<file path="src/rtl/core/rvx_pkg.sv">
package rvx_pkg;

    localparam int DATA_W        = 32;
    localparam int NUM_REGS_DEF  = 32;
    localparam int MEM_WORDS_DEF = 1024;

    typedef enum logic [3:0] {
        OP_MOVE  = 4'd0,
        OP_COPY  = 4'd1,
        OP_ADD   = 4'd2,
        OP_SUB   = 4'd3,
        OP_MUL   = 4'd4,
        OP_DIV   = 4'd5,
        OP_EQ    = 4'd6,
        OP_LT    = 4'd7,
        OP_LE    = 4'd8,
        OP_GT    = 4'd9,
        OP_GE    = 4'd10,
        OP_LOAD  = 4'd11,
        OP_STORE = 4'd12,
        OP_PRINT = 4'd13,
        OP_JZ    = 4'd14,
        OP_JMP   = 4'd15
    } op_t;

    typedef enum logic [2:0] {
        ST_CLEAR,
        ST_IDLE,
        ST_OPS,
        ST_DIV,
        ST_ADIV,
        ST_MEM,
        ST_LDW,
        ST_WB
    } state_t;

    typedef struct packed {
        op_t                op;
        logic [4:0]         dest_reg;
        logic [DATA_W-1:0]  operand_value;
    } cmd_t;

    typedef struct packed {
        logic [DATA_W-1:0]  next_pc;
        logic               reg_written;
        logic [DATA_W-1:0]  result_value;
        logic               print_valid;
        logic               div_zero;
    } res_t;

    // divider handshake toward the sequencer
    typedef struct packed {
        logic               done;
        logic [DATA_W-1:0]  quo;
    } div_res_t;

endpackage

</file>
<file path="src/rtl/core/rvx_divider.sv">
module rvx_divider
    import rvx_pkg::*;
(
    input  logic              clk,
    input  logic              rst_n,
    input  logic              start,
    input  logic [DATA_W-1:0] dividend,
    input  logic [DATA_W-1:0] divisor,
    output div_res_t          result
);

    localparam int CW = $clog2(DATA_W);

    logic              busy_reg;
    logic              busy_next;
    logic              done_reg;
    logic              done_next;
    logic [CW-1:0]     cnt_reg;
    logic [CW-1:0]     cnt_next;
    logic [DATA_W-1:0] quo_reg;
    logic [DATA_W-1:0] quo_next;
    logic [DATA_W-1:0] rem_reg;
    logic [DATA_W-1:0] rem_next;
    logic [DATA_W-1:0] dvs_reg;
    logic [DATA_W-1:0] dvs_next;
    logic [DATA_W:0]   shifted;
    logic [DATA_W:0]   diff;

    // restoring division, one quotient bit per cycle
    always_comb
    begin
        shifted   = {rem_reg, quo_reg[DATA_W-1]};
        diff      = shifted - {1'b0, dvs_reg};
        busy_next = busy_reg;
        done_next = 1'b0;
        cnt_next  = cnt_reg;
        quo_next  = quo_reg;
        rem_next  = rem_reg;
        dvs_next  = dvs_reg;
        if (start)
        begin
            busy_next = 1'b1;
            cnt_next  = '0;
            quo_next  = dividend;
            rem_next  = '0;
            dvs_next  = divisor;
        end
        else if (busy_reg)
        begin
            quo_next = {quo_reg[DATA_W-2:0], ~diff[DATA_W]};
            rem_next = diff[DATA_W] ? shifted[DATA_W-1:0] : diff[DATA_W-1:0];
            cnt_next = cnt_reg + 1'b1;
            if (cnt_reg == CW'(DATA_W - 1))
            begin
                busy_next = 1'b0;
                done_next = 1'b1;
            end
        end
    end

    always_ff @(posedge clk or negedge rst_n)
    begin
        if (!rst_n)
        begin
            busy_reg <= 1'b0;
            done_reg <= 1'b0;
            cnt_reg  <= '0;
        end
        else
        begin
            busy_reg <= busy_next;
            done_reg <= done_next;
            cnt_reg  <= cnt_next;
        end
    end

    always_ff @(posedge clk)
    begin
        quo_reg <= quo_next;
        rem_reg <= rem_next;
        dvs_reg <= dvs_next;
    end

    assign result.done = done_reg;
    assign result.quo  = quo_reg;

endmodule

</file>
<file path="config.mk">
export PLATFORM = sky130hd
export DESIGN_NAME = rvx_divider
export DESIGN_NICKNAME = d
export VERILOG_FILES = /design/src/rtl/core/rvx_pkg.sv /design/src/rtl/core/rvx_divider.sv
export SDC_FILE = /design/constraint.sdc
export NUM_CORES = 1
export LEC_CHECK = 0
export ABC_AREA = 1
export BUFFER_PORTS_ARGS = -buffer_cell sky130_fd_sc_hd__buf_4
export CAP_MARGIN = 20
export CORE_AREA = 2 2 113 115
export DETAILED_ROUTE_END_ITERATION = 6
export DIE_AREA = 0 0 115 117
export PLACE_DENSITY = 0.88
export SLEW_MARGIN = 25
export SYNTH_ARGS = -nofsm -noshare
export SYNTH_HDL_FRONTEND = slang
export SYNTH_SLANG_ARGS = --single-unit
</file>
<file path="constraint.sdc">
create_clock -name clk -period 2.9 [get_ports clk]
set_input_delay 0.29 -clock clk [delete_from_list [all_inputs] [get_ports clk]]
set_output_delay 0.29 -clock clk [all_outputs]
set_load 0.01 [all_outputs]
</file>
After elaboration in Yosys (flattened, before gate mapping) --
Index checks and enable logic that the tools add are counted.
Word-level totals: bits in registers 103, latch bits 0, RAM bits 0, bits in read-only memories 0, input port bits 67, output and inout bits 33, logic and storage cells 22, memories kept 0
Operators by class: $add $sub $neg 2, multiply operators 0, divide/modulo/power cells 0, magnitude comparators 0, eq/ne operators 1, shifts and indexed selects 0, muxes and demuxes 11, bitwise operators 1, reduce and logical (&&, ||, !) cells 1
Operators by type and width (number):
- 32-bit 2-to-1 mux | 3
- 33-bit by 32-bit subtractor with 33-bit output | 1
- 5-bit 2-to-1 mux | 2
- 1-bit 2-to-1 mux | 6
- 5-bit by 1-bit adder with 5-bit output, second input constant | 1
- 5-bit == test, second input constant | 1
- 2-bit nonzero test | 1
- 1-bit NOT | 1

Longest topological paths before layout --
depth after elaboration 4, mapped depth 18, depth with buffers taken out 17

Worst setup path before layout --
OpenSTA, ideal clock, no wires.
kind register to register, start point register quo_reg[31], end point register quo_reg[0] (data pin), setup time 0.266 ns, arrival time 2.054 ns, data required time 2.634 ns, slack 0.580 ns, cell stages (with the launch flop) 17, buffers on the path 1, clock period less this slack 2.320 ns, cell sequence edfxtp_1 > inv_1 > ha_1 > fa_1 > inv_1 > nand2_1 > nand2_1 > nand3_1 > nand2_1 > nand2_1 > nand2_2 > nand2_2 > nand2_2 > nand2_1 > nand2_4 > buf_6 > o21ai_1
Between the ends: word-level cells in the longest chain between the ends 4
RTL lines:
- from (decl) | line rvx_divider.sv:20 | logic [DATA_W-1:0] quo_reg;
- from (signal assigned) | line rvx_divider.sv:79 | quo_reg <= quo_next;
- 33-bit by 32-bit subtractor with 33-bit output | line rvx_divider.sv:33 | diff = shifted - {1'b0, dvs_reg};
- 1-bit NOT | line rvx_divider.sv:50 | quo_next = {quo_reg[DATA_W-2:0], ~diff[DATA_W]};
- 32-bit 2-to-1 mux | line rvx_divider.sv:48 | else if (busy_reg)
- 32-bit 2-to-1 mux | line rvx_divider.sv:40 | if (start)
- via quo_next[0] | line rvx_divider.sv:21 | logic [DATA_W-1:0] quo_next;
The timed path passes the listed nets, and every way through them passes these cells. The select of a mux whose other input is x is not followed. A chain may end at the register's enable or synchronous reset.

Final worst setup path --
start point register quo_reg[31], end point register rem_reg[18]
Between the ends: word-level cells in the longest chain between the ends 2
RTL lines:
- 33-bit by 32-bit subtractor with 33-bit output | line rvx_divider.sv:33
- 32-bit 2-to-1 mux | line rvx_divider.sv:51 | rem_next = diff[DATA_W] ? shifted[DATA_W-1:0] : diff[DATA_W-1:0];
- to (signal assigned) | line rvx_divider.sv:80 | rem_reg <= rem_next;
- to (decl) | line rvx_divider.sv:22 | logic [DATA_W-1:0] rem_reg;
No other way between the ends.

==> flow_summary.ini <==
[synthesis]
synthDistinctLibCells = 34
postSynthCellCount = 1036
ys_seq_elements = 103
synth_fp_nets = 1138
yosysSeqAreaShare = 0.397
synthesis.area_per_instance_sq_um = 6.65
synth.cell_area_sq_um = 6890
warning_count_from_the_yosys_run = 0

[global_route]
grt_max_degree = 48
first_global_vias = 6060
grt_first_pass_wirelength_um = 26600
global_route.usage.total = 0.248
antenna_found_initial = 0
grt_overflow = 0

[final_layout]
antenna-diode-count = 0
nets = 1234
final_cell_mix = nand2_1 (469), inv_1 (217), buf_4 (103)
final_standard_cell_count_with_taps_included_and_fillers_excluded = 1287
commonest_non_fill_non_tap_cell_in_the_layout = nand2_1
area_occupied_by_multi_input_gates_sq_um = 3230
design_area_sq_um = 8090
regArea_sq_um = 2740
layout.filler_cells = 1048
layout.core_utilization = 0.657
post_route_cells_drive_above_1_share = 0.119
areaGrowthSynthToFinish_pct = 17.3

[timing]
unrepaired_setup_endpoints_after_global_routing = no
fmaxAchievable_ghz = 0.382
finalCritPeriodShare = 0.903
clock_skew_ns = 0.0132
setup_slack_ns = 0.281
worst-slew-pin-transition_ns = 0.953
finalHoldViolations = 0
hold_slack_ns = 0.101
max_slew_headroom_at_the_worst_pin = 0.364
setup_viol = 0
period_needed_ns = 2.62
setup_total_negative_slack_ns = 0
maxSlewViolCount = 0

[die]
ios = 100
die_area_sq_um = 13500
die_width_um = 115
initial_utilization = 0.560
die_height_um = 117
core_area_sq_um = 12300
floorplan.rows = 41

[critical_path]
critical_path.max_fanout = 33
critPathLaunchType = flip-flop
crit_type = reg2reg
arrival_ns = 2.86
cp.required_ns = 3.14
end_kind = flip-flop

[power]
vdd_ir_drop_max_mv = 0.547
power.density_cell_area_nw_per_um2 = 444
static-leakage-power_nw = 4.55
post-layout-total-power_mw = 3.59

[placement]
portBuffers = 99
post-place-cells = 1270
placement.cell_area_sq_um = 7750
finalWeightedCongestion = 0.949
post-dp-hpwl_um = 12200
place_worst_setup_slack_ns = 0.269

[job]
max_cap_violations = 0

[routing]
num_vias = 6351
routed_via_density = 4.93
avgRoutedWirePerCell_um = 12.7
detailedRoute.firstIterationViolations = 360
remaining_drc_errors = 0
dr.pass1.iters = 5
antenna_violating_nets_post_route = 0
drt-total-wl_um = 16300

[clock_tree]
post_cts.resized_instances = 0
clkTransAtPathRegs_ns = 0.08
numClockSinks = 103
cts_max_level = 3
ctsLongestPathBuffers = 2
cts-buffers-inserted = 9
clock_insertion_delay_worst_skew_ns = 0.36
cts-root-buf = clkbuf_16
cts_tree = done

[status]
outcome = finished, final reports clean

[min_path]
hold_path_class = in2reg
==> cell families (layout without fill, tap and decap cells) <==
group                      after synthesis  count (layout)  synth area share
DFF                                    103             103             0.397
adders and majority gates               35              35            0.0646
AOI/OAI and AO/OA                       30              30            0.0232
and+or+nand+nor                        614             614             0.360
xor gates and xnor gates                15              15            0.0191
buffers and inverters                  239             340             0.136
==> metal layers <==
| metal | share of wire | routed length [um] | GRT usage |
|---|---|---|---|
| met4 | 0.015 | 247 | 0.0667 |
| met5 | 0 | 0 | 0 |
| met2 | 0.48 | 7800 | 0.431 |
| met1 | 0.45 | 7260 | 0.307 |
| met3 | 0.061 | 992 | 0.0654 |
==> worst max-delay path, cell delays in order (launching register included) <==
cell and delay (ns):
edfxtp_1 0.35, inv_1 0.07, ha_1 0.23, fa_1 0.41
inv_1 0.09, nand2_1 0.05, nand2_1 0.10, nand3_1 0.07
nand2_1 0.13, nand2_1 0.08, nand2_2 0.08, nand2_2 0.07
nand2_2 0.09, nand2_1 0.09, nand2_4 0.31, nand2_1 0.11
nand3_1 0.11, nand2_1 0.05
==> path summary, 6_finish.rpt <==
check                            start          end  slack, ns  depth (start not counted)
max                        quo_reg[31]  rem_reg[18]       0.28                         17
min                         divisor[8]   dvs_reg[8]       0.10                          1
max reg2reg                quo_reg[31]  rem_reg[18]       0.28                         17
min reg2reg                rem_reg[11]  rem_reg[11]       0.48                          2
max in group asynchronous        rst_n   cnt_reg[0]       2.50                          2
min in group asynchronous        rst_n     busy_reg       0.28                          2
==> layout make-up <==
type,count,share of cell area
flip-flops and latches,103,0.339
clock inverters,7,0.0122
repair buffers,104,0.0969
inverters,220,0.102
well taps,150,0.0232
multi-input cells,694,0.399
clock buffers,9,0.0279
==> cell usage after synthesis, drive strengths merged <==
master / n / area, sq um
a22o: 1 / 8.76
o21bai: 1 / 7.51
nand4: 6 / 37.5
a31oi: 1 / 6.26
nand3: 57 / 290
clkbuf: 13 / 48.8
a21o: 1 / 7.51
nor3: 17 / 90.1
and2: 6 / 37.5
a21oi: 18 / 90.1
inv: 220 / 826
and3: 1 / 6.26
ha: 34 / 425
nand2: 476 / 1820
dfxtp: 32 / 641
fa: 1 / 20.0
o21ai: 8 / 40.0
nor4: 1 / 6.26
buf: 6 / 60.1
dfrtp: 7 / 175
xnor2: 14 / 123
edfxtp: 64 / 1920
nor2: 48 / 185
xor2: 1 / 8.76
or2: 2 / 12.5
==> report_power, final <==
part	total (mW)	switching, mW	internal, mW	leakage (nW)
registers	1.70	0.0459	1.66	1.01
logic	0.553	0.316	0.238	3.37
clock network	1.34	0.572	0.766	0.159
==> what timing repair did <==
action                    CTS  global route
hold buffers                1             0
hold endpoints to repair    7             0
setup buffers               0             0
Note: power is estimated with default switching activity, not from simulation.
